## src/lmtc_pkg.sv

```systemverilog
// Shared constants for the LCD mode timing controller.
`default_nettype none
package lmtc_pkg;

    // Mode codes
    localparam logic [1:0] MODE_LINE_GAP  = 2'd0;
    localparam logic [1:0] MODE_FRAME_GAP = 2'd1;
    localparam logic [1:0] MODE_OAM       = 2'd2;
    localparam logic [1:0] MODE_XFER      = 2'd3;

    // Mode lengths in ticks
    localparam int TICKS_OAM    = 80;
    localparam int TICKS_XFER   = 172;
    localparam int TICKS_HBLANK = 204;
    localparam int TICKS_VBLANK = 4560;
    localparam int TICKS_LINE   = 456;
    localparam int VBLANK_LINES = TICKS_VBLANK / TICKS_LINE;

    localparam logic [7:0] LAST_VISIBLE_LINE = 8'd143;
    localparam logic [7:0] FIRST_VBLANK_LINE = 8'd144;

    // Budget saturation limits (14-bit signed)
    localparam int BUDGET_MIN = -8192;
    localparam int BUDGET_MAX = 8191;

    // Configuration register indexes
    localparam logic CFG_IDX_ENABLES = 1'b0;
    localparam logic CFG_IDX_COMPARE = 1'b1;

    // STAT enable bits
    localparam int EN_HBLANK = 0;
    localparam int EN_VBLANK = 1;
    localparam int EN_OAM    = 2;
    localparam int EN_MATCH  = 3;

endpackage
`default_nettype wire

```

## src/lcd_mode_timing_controller.sv

```systemverilog
// LCD mode timing controller: mode, line and STAT sequencing per tick request.
//
//  channel   direction  payload                                  handshake
//  in        sink       elapsed_ticks[7:0]                       in_valid / in_ready
//  out       source     mode, line, match, stat, four pulses     out_valid / out_ready
//  cfg       sink       cfg_index[0], cfg_data[7:0]              cfg_valid / cfg_ready
//
// One request per cycle sustained while out_ready is high; a request passes the
// input register, then the state update and result register in one pass.
// Throughput is set by the state update loop (budget, line,
// v-blank sub-counter), all of which close in the compute cycle.
// Out stalls back up into the input register, then in_ready drops.
// cfg_ready is low while a request waits in the input register.
// rst_n is asynchronous; after reset: OAM search, budget 80, line 0, match set.
`default_nettype none
module lcd_mode_timing_controller (
    input  wire logic       clk,
    input  wire logic       rst_n,
    // tick requests
    input  wire logic       in_valid,
    output logic            in_ready,
    input  wire logic [7:0] elapsed_ticks,
    // results
    output logic            out_valid,
    input  wire logic       out_ready,
    output logic [1:0]      lcd_mode,
    output logic [7:0]      current_line,
    output logic            line_match,
    output logic [6:0]      stat_byte,
    output logic            vblank_request,
    output logic            lcdc_request,
    output logic            render_strobe,
    output logic            swap_pulse,
    // configuration writes
    input  wire logic       cfg_valid,
    output logic            cfg_ready,
    input  wire logic       cfg_index,
    input  wire logic [7:0] cfg_data
);
    import lmtc_pkg::*;

    localparam logic signed [15:0] BUDGET_MIN_W = 16'(BUDGET_MIN);
    localparam logic signed [15:0] BUDGET_MAX_W = 16'(BUDGET_MAX);

    // Input stage
    logic       in_valid_reg;
    logic [7:0] ticks_reg;

    // Sequencer state
    logic [1:0]         mode_reg,  mode_next;
    logic signed [13:0] budget_reg, budget_next;
    logic [7:0]         line_reg,  line_next;
    logic signed [9:0]  vlt_reg,   vlt_next;
    logic               match_reg, match_next;

    // Configuration
    logic [3:0] enables_reg;
    logic [7:0] compare_reg;

    // Result register
    logic       out_valid_reg;
    logic [1:0] mode_out_reg;
    logic [7:0] line_out_reg;
    logic       match_out_reg;
    logic [6:0] stat_out_reg;
    logic       vbl_out_reg, lcdc_out_reg, render_out_reg, swap_out_reg;

    // Step results
    logic vbl_req, lcdc_fire, render, swap;

    logic advance;

    assign advance   = in_valid_reg && (!out_valid_reg || out_ready);
    assign in_ready  = !in_valid_reg || advance;
    // writes only land between steps, never beside one
    assign cfg_ready = !in_valid_reg;

    // ---------------------------------------------------------------
    // One step of the sequencer, from the registered tick count.
    // ---------------------------------------------------------------
    always_comb
    begin
        logic signed [15:0] budget_ext;
        logic signed [15:0] ticks_ext;
        logic signed [15:0] dec;
        logic               dec_le0;
        logic signed [10:0] vlt_dec;
        logic signed [10:0] vlt_wrap;
        logic [7:0]         line_a;
        logic [7:0]         line_inc;
        logic signed [15:0] budget_sum;
        logic signed [15:0] vb_sum;
        logic signed [15:0] vb_abs;
        logic [12:0]        vb_mag;
        logic [12:0]        vb_sub;
        logic [12:0]        vb_rem;
        logic [9:0]         rem_pos;

        budget_ext = {{2{budget_reg[13]}}, budget_reg};
        ticks_ext  = {8'd0, ticks_reg};
        dec        = budget_ext - ticks_ext;
        dec_le0    = dec[15] || (dec == 16'sd0);

        mode_next  = mode_reg;
        line_next  = line_reg;
        vlt_next   = vlt_reg;
        match_next = match_reg;
        vbl_req    = 1'b0;
        lcdc_fire  = 1'b0;
        render     = 1'b0;
        swap       = 1'b0;
        budget_sum = dec;
        line_a     = line_reg;
        vlt_dec    = '0;
        vlt_wrap   = '0;

        // v-blank line sub-counter runs ahead of the mode change
        if (mode_reg == MODE_FRAME_GAP)
        begin
            vlt_dec = {vlt_reg[9], vlt_reg} - {3'd0, ticks_reg};
            if (vlt_dec[10] || (vlt_dec == 11'sd0))
            begin
                line_a     = line_reg + 8'd1;
                vlt_wrap   = vlt_dec + 11'(TICKS_LINE);
                vlt_next   = vlt_wrap[9:0];
                match_next = (line_a == compare_reg);
                if ((line_a == compare_reg) && enables_reg[EN_MATCH])
                    lcdc_fire = 1'b1;
            end
            else
            begin
                vlt_next = vlt_dec[9:0];
            end
            swap = dec_le0;
        end
        line_next = line_a;

        // Remainder of the v-blank budget modulo one line, truncating toward zero
        vb_sum = dec + 16'(TICKS_VBLANK);
        vb_abs = vb_sum[15] ? -vb_sum : vb_sum;
        vb_mag = vb_abs[12:0];
        vb_sub = '0;
        for (int k = 1; k <= VBLANK_LINES; k++)
        begin
            if (vb_mag >= 13'(k * TICKS_LINE))
                vb_sub = 13'(k * TICKS_LINE);
        end
        vb_rem  = vb_mag - vb_sub;
        rem_pos = vb_rem[9:0];

        // Next visible line, wrapping out of v-blank
        line_inc = line_a + 8'd1;
        if (line_inc >= FIRST_VBLANK_LINE)
            line_inc = 8'd0;

        if (dec_le0)
        begin
            unique case (mode_reg)
                MODE_OAM:
                begin
                    mode_next  = MODE_XFER;
                    budget_sum = dec + 16'(TICKS_XFER);
                end
                MODE_XFER:
                begin
                    mode_next  = MODE_LINE_GAP;
                    budget_sum = dec + 16'(TICKS_HBLANK);
                    render     = 1'b1;
                    if (enables_reg[EN_HBLANK])
                        lcdc_fire = 1'b1;
                end
                MODE_LINE_GAP, MODE_FRAME_GAP:
                begin
                    if ((mode_reg == MODE_LINE_GAP) && (line_reg == LAST_VISIBLE_LINE))
                    begin
                        mode_next  = MODE_FRAME_GAP;
                        budget_sum = vb_sum;
                        line_next  = FIRST_VBLANK_LINE;
                        match_next = (FIRST_VBLANK_LINE == compare_reg);
                        if ((FIRST_VBLANK_LINE == compare_reg) && enables_reg[EN_MATCH])
                            lcdc_fire = 1'b1;
                        vlt_next   = vb_sum[15] ? -rem_pos : rem_pos;
                        vbl_req    = 1'b1;
                        if (enables_reg[EN_VBLANK])
                            lcdc_fire = 1'b1;
                    end
                    else
                    begin
                        // new line: OAM search
                        mode_next  = MODE_OAM;
                        budget_sum = dec + 16'(TICKS_OAM);
                        line_next  = line_inc;
                        match_next = (line_inc == compare_reg);
                        if ((line_inc == compare_reg) && enables_reg[EN_MATCH])
                            lcdc_fire = 1'b1;
                        if (enables_reg[EN_OAM])
                            lcdc_fire = 1'b1;
                    end
                end
                default:
                begin
                    mode_next = mode_reg;
                end
            endcase
        end

        // Saturate the budget to its 14-bit range
        if (budget_sum < BUDGET_MIN_W)
            budget_next = 14'(BUDGET_MIN);
        else if (budget_sum > BUDGET_MAX_W)
            budget_next = 14'(BUDGET_MAX);
        else
            budget_next = budget_sum[13:0];
    end

    // Input register
    always_ff @(posedge clk or negedge rst_n)
    begin
        if (!rst_n)
            in_valid_reg <= 1'b0;
        else if (in_ready)
            in_valid_reg <= in_valid;
    end

    always_ff @(posedge clk)
    begin
        if (in_valid && in_ready)
            ticks_reg <= elapsed_ticks;
    end

    // Sequencer state and configuration
    always_ff @(posedge clk or negedge rst_n)
    begin
        if (!rst_n)
        begin
            mode_reg    <= MODE_OAM;
            budget_reg  <= 14'(TICKS_OAM);
            line_reg    <= 8'd0;
            vlt_reg     <= 10'sd0;
            match_reg   <= 1'b1;
            enables_reg <= 4'd0;
            compare_reg <= 8'd0;
        end
        else if (advance)
        begin
            mode_reg   <= mode_next;
            budget_reg <= budget_next;
            line_reg   <= line_next;
            vlt_reg    <= vlt_next;
            match_reg  <= match_next;
        end
        else if (cfg_valid && cfg_ready)
        begin
            unique case (cfg_index)
                CFG_IDX_ENABLES: enables_reg <= cfg_data[3:0];
                CFG_IDX_COMPARE:
                begin
                    compare_reg <= cfg_data;
                    match_reg   <= (line_reg == cfg_data);
                end
                default: compare_reg <= compare_reg;
            endcase
        end
    end

    // Result register
    always_ff @(posedge clk or negedge rst_n)
    begin
        if (!rst_n)
            out_valid_reg <= 1'b0;
        else if (advance)
            out_valid_reg <= 1'b1;
        else if (out_ready)
            out_valid_reg <= 1'b0;
    end

    always_ff @(posedge clk)
    begin
        if (advance)
        begin
            mode_out_reg   <= mode_next;
            line_out_reg   <= line_next;
            match_out_reg  <= match_next;
            stat_out_reg   <= {enables_reg, match_next, mode_next};
            vbl_out_reg    <= vbl_req;
            lcdc_out_reg   <= lcdc_fire;
            render_out_reg <= render;
            swap_out_reg   <= swap;
        end
    end

    assign out_valid      = out_valid_reg;
    assign lcd_mode       = mode_out_reg;
    assign current_line   = line_out_reg;
    assign line_match     = match_out_reg;
    assign stat_byte      = stat_out_reg;
    assign vblank_request = vbl_out_reg;
    assign lcdc_request   = lcdc_out_reg;
    assign render_strobe  = render_out_reg;
    assign swap_pulse     = swap_out_reg;

endmodule
`default_nettype wire

```

## config.mk

```make
export PLATFORM = sky130hd
export DESIGN_NAME = lcd_mode_timing_controller
export DESIGN_NICKNAME = d
export VERILOG_FILES = /design/src/lmtc_pkg.sv /design/src/lcd_mode_timing_controller.sv
export SDC_FILE = /design/constraint.sdc
export NUM_CORES = 1
export LEC_CHECK = 0
export CORE_MARGIN = 10
export CORE_UTILIZATION = 30
export DETAILED_ROUTE_END_ITERATION = 8
export DONT_BUFFER_PORTS = 1
export SLEW_MARGIN = 10
export SYNTH_ARGS = -nofsm -noshare
export SYNTH_HDL_FRONTEND = slang
export SYNTH_SLANG_ARGS = --single-unit
```

## constraint.sdc

```tcl
create_clock -name clk -period 7.99 [get_ports clk]
set_input_delay 1.598 -clock clk [delete_from_list [all_inputs] [get_ports clk]]
set_output_delay 1.598 -clock clk [all_outputs]
set_load 0.02 [all_outputs]
```

==> impl_metrics.tcl <==
set metrics [dict create \
    synth_ff_type "dfrtp_1" \
    min_period_ns 7.29 \
    gr-usage-met1 0.178 \
    synth_simple_gate_area_frac 0.214 \
    avgSynthCellArea_sq_um 8.24 \
    critPathCaptureType "flop" \
    routedWlPerCell_microns 18.0 \
    rows 58 \
    muxShareOfSynthArea 0.0368 \
    clock-skew-final_ns 0.00740 \
    crit_fanout 9 \
    relSlewSlack 0.303 \
    hp-class "flop to flop" \
    place.gp.congestion 0.912 \
    drtAntennaViolNets 0 \
    path_class "flop to flop" \
    synthXorXnorAreaFrac 0.116 \
    fin_tns_setup_ns 0 \
    yosys_warnings 0 \
    drc_errors 0 \
    grtUsageMet2 0.213 \
    final_cell_mix "103 x nand2_1, 79 x nor2_1, 65 x xnor2_1" \
    nets 970 \
    synth_edf_count 27 \
    finalSetupViolations 0 \
    largest_register_ff_count 14 \
    antenna_found_initial 0 \
    slowest_delay_ns 0.66 \
    synth-seq-cells 76 \
    hpwl_mm 17.1 \
    initial_core_util 0.306 \
    synthTopCellsByArea "dfrtp_1 15%, edfxtp_1 10%, xnor2_1 7.3%" \
    drive_gt1_frac 0.0927 \
    clockBufferDepth 2 \
    portBuffers 0 \
    status "finished, final reports clean" \
    track_usage 0.134 \
    n_antenna_cell 0 \
    final_cell_area_sq_mm 0.00833 \
    startpoint_type "flop" \
    worstPathRequired_ns 8.24 \
    insertion_delay_ns 0.35 \
    drt_iter0_drc 523 \
    syn_area_sq_mm 0.00776 \
    core_sq_mm 0.0253 \
    syn-num-nets 999 \
    synth.distinct_cells 93 \
    cts_max_level 3 \
    final_common_cell "nand2_1" \
    final_core_util 0.329 \
    grt_pass1_vias 6834 \
    slew_viol_final 0 \
    vias_per_cell 5.72 \
    finalCritPeriodShare 0.912 \
    cts_tree "done" \
    synth_area_leader_cell "dfrtp_1" \
    vias 7131 \
    finalHoldViolCount 0 \
    grt_first_pass_wirelength_mm 36.5 \
    busiest_layer "met2" \
    arrival_ns 7.54 \
    post_cts_buffers 0 \
    rsz0062_at_grt "no" \
    fmax_ghz 0.137 \
    grt_util_met3 0.0224 \
    synth_compound_area_frac 0.264 \
    dieArea_sq_mm 0.0327 \
    tightest_slew_ns 1.04 \
    postSynth.asyncResetShare 0.645 \
    ioPinCount 47 \
    dieWidth_microns 181 \
    cp_common_cell "xnor2_1" \
    areaGrowthSynthToFinish_pct 7.34 \
    grt-ovfl-total 0 \
    die_h_microns 181 \
    cts.clk_slew.worst_paths_ns 0.06 \
    cap_violations 0 \
    dr.pass1.iters 5 \
    cts_root_buf "clkbuf_16" \
    fill_cells 2662 \
    netlist_instances 941 \
    grt_max_degree 50 \
    synth_top_family_by_area "compound AO/OA/AOI/OAI gates" \
    wl_mm 22.5 \
    synth-seq-area-share 0.263 \
    cts.sinks 76 \
    critPathSlowestCell "xor2_1" \
    reg2reg_slack_ns 0.70 \
    cts_buffers 9 \
    synthAdderAreaFrac 0.0610 \
    synth_top_area_share 0.145 \
    placed_area_sq_mm 0.00801 \
]
-- critical path, delay by kind of cell, from the launching register on --
family / cells / cell delay (ns)
and+or+nand+nor: 9 / 1.45
adders and majority gates: 4 / 1.22
xor gates and xnor gates: 5 / 1.31
muxes: 1 / 0.34
buffers and inverters: 3 / 0.30
AOI/OAI and AO/OA: 10 / 2.18
DFF: 1 / 0.38
-- cell usage after synthesis (5+ instances only) --
library cell / number
nand2_1: 103
nor2_1: 79
xnor2_1: 65
a21oi_1: 63
dfrtp_1: 45
o21ai_0: 38
nand3_1: 37
ha_1: 33
inv_1: 33
clkbuf_1: 29
edfxtp_1: 27
xor2_1: 27
nor3_1: 23
mux2_2: 20
o22ai_1: 20
a31oi_1: 18
a22o_1: 12
nand2b_1: 12
a21o_1: 11
nor2b_1: 11
a211oi_1: 9
and3_1: 9
buf_2: 9
nor4_1: 9
a22oi_1: 8
and2_1: 8
nand4_1: 8
o211ai_1: 8
o21a_1: 8
o22a_1: 8
or3_1: 8
o21ai_1: 7
mux2i_1: 6
a211o_1: 5
buf_4: 5
o21bai_1: 5
xnor2_2: 5
-- cell families after synthesis --
kind of cell,count (synthesis)
compound gates,286
fa+ha+maj,36
simple gates,337
buf+inv,82
flops,76
mux,26
xor+xnor,98
-- path summary, 6_finish.rpt --
check	from	end	depth (start not counted)
setup / recovery	ticks_reg[1]$_DFFE_PP_	vlt_reg[9]$_DFFE_PN0P_	32
hold / removal	enables_reg[0]$_DFFE_PN0P_	stat_byte[3]$_DFFE_PP_	0
setup reg to reg	ticks_reg[1]$_DFFE_PP_	vlt_reg[9]$_DFFE_PN0P_	32
hold reg to reg	enables_reg[0]$_DFFE_PN0P_	stat_byte[3]$_DFFE_PP_	0
max in group asynchronous	rst_n	mode_reg[1]$_DFFE_PN1P_	0
min in group asynchronous	rst_n	line_reg[0]$_DFFE_PN0P_	0
-- metrics by stage --
stage	hold WS, ns	instances	setup WS (ns)
global placement	0.464	1231	0.869
floorplan	0.443	941	1.47
detailed placement	0.467	1231	0.678
CTS	0.481	1247	0.633
global route	0.498	1247	0.0340
finish	0.479	1247	0.701
-- metal layers --
metal / vias to the layer above / part of all wire
li1: 3419 / -
met1: 3442 / 0.47
met3: 43 / 0.054
met2: 227 / 0.45
met5: - / 0
met4: 0 / 0.021
-- area by class of cell --
type | count | area [sq um] | share of cell area
inverters | 36 | 135 | 0.0162
repair buffers | 6 | 45.0 | 0.00541
well taps | 330 | 413 | 0.0496
clock buffers | 11 | 254 | 0.0305
multi-input cells | 783 | 5380 | 0.646
flip-flops and latches | 76 | 2040 | 0.245
clock inverters | 5 | 57.6 | 0.00691
-- what timing repair did --
item                       CTS  global route
hold buffers                 0             0
gates resized for setup      0             1
setup endpoints to repair    0             3
Power is left out: the tool's default activity adds up to more than one toggle a clock period on the data nets, which glitch-free logic cannot reach.
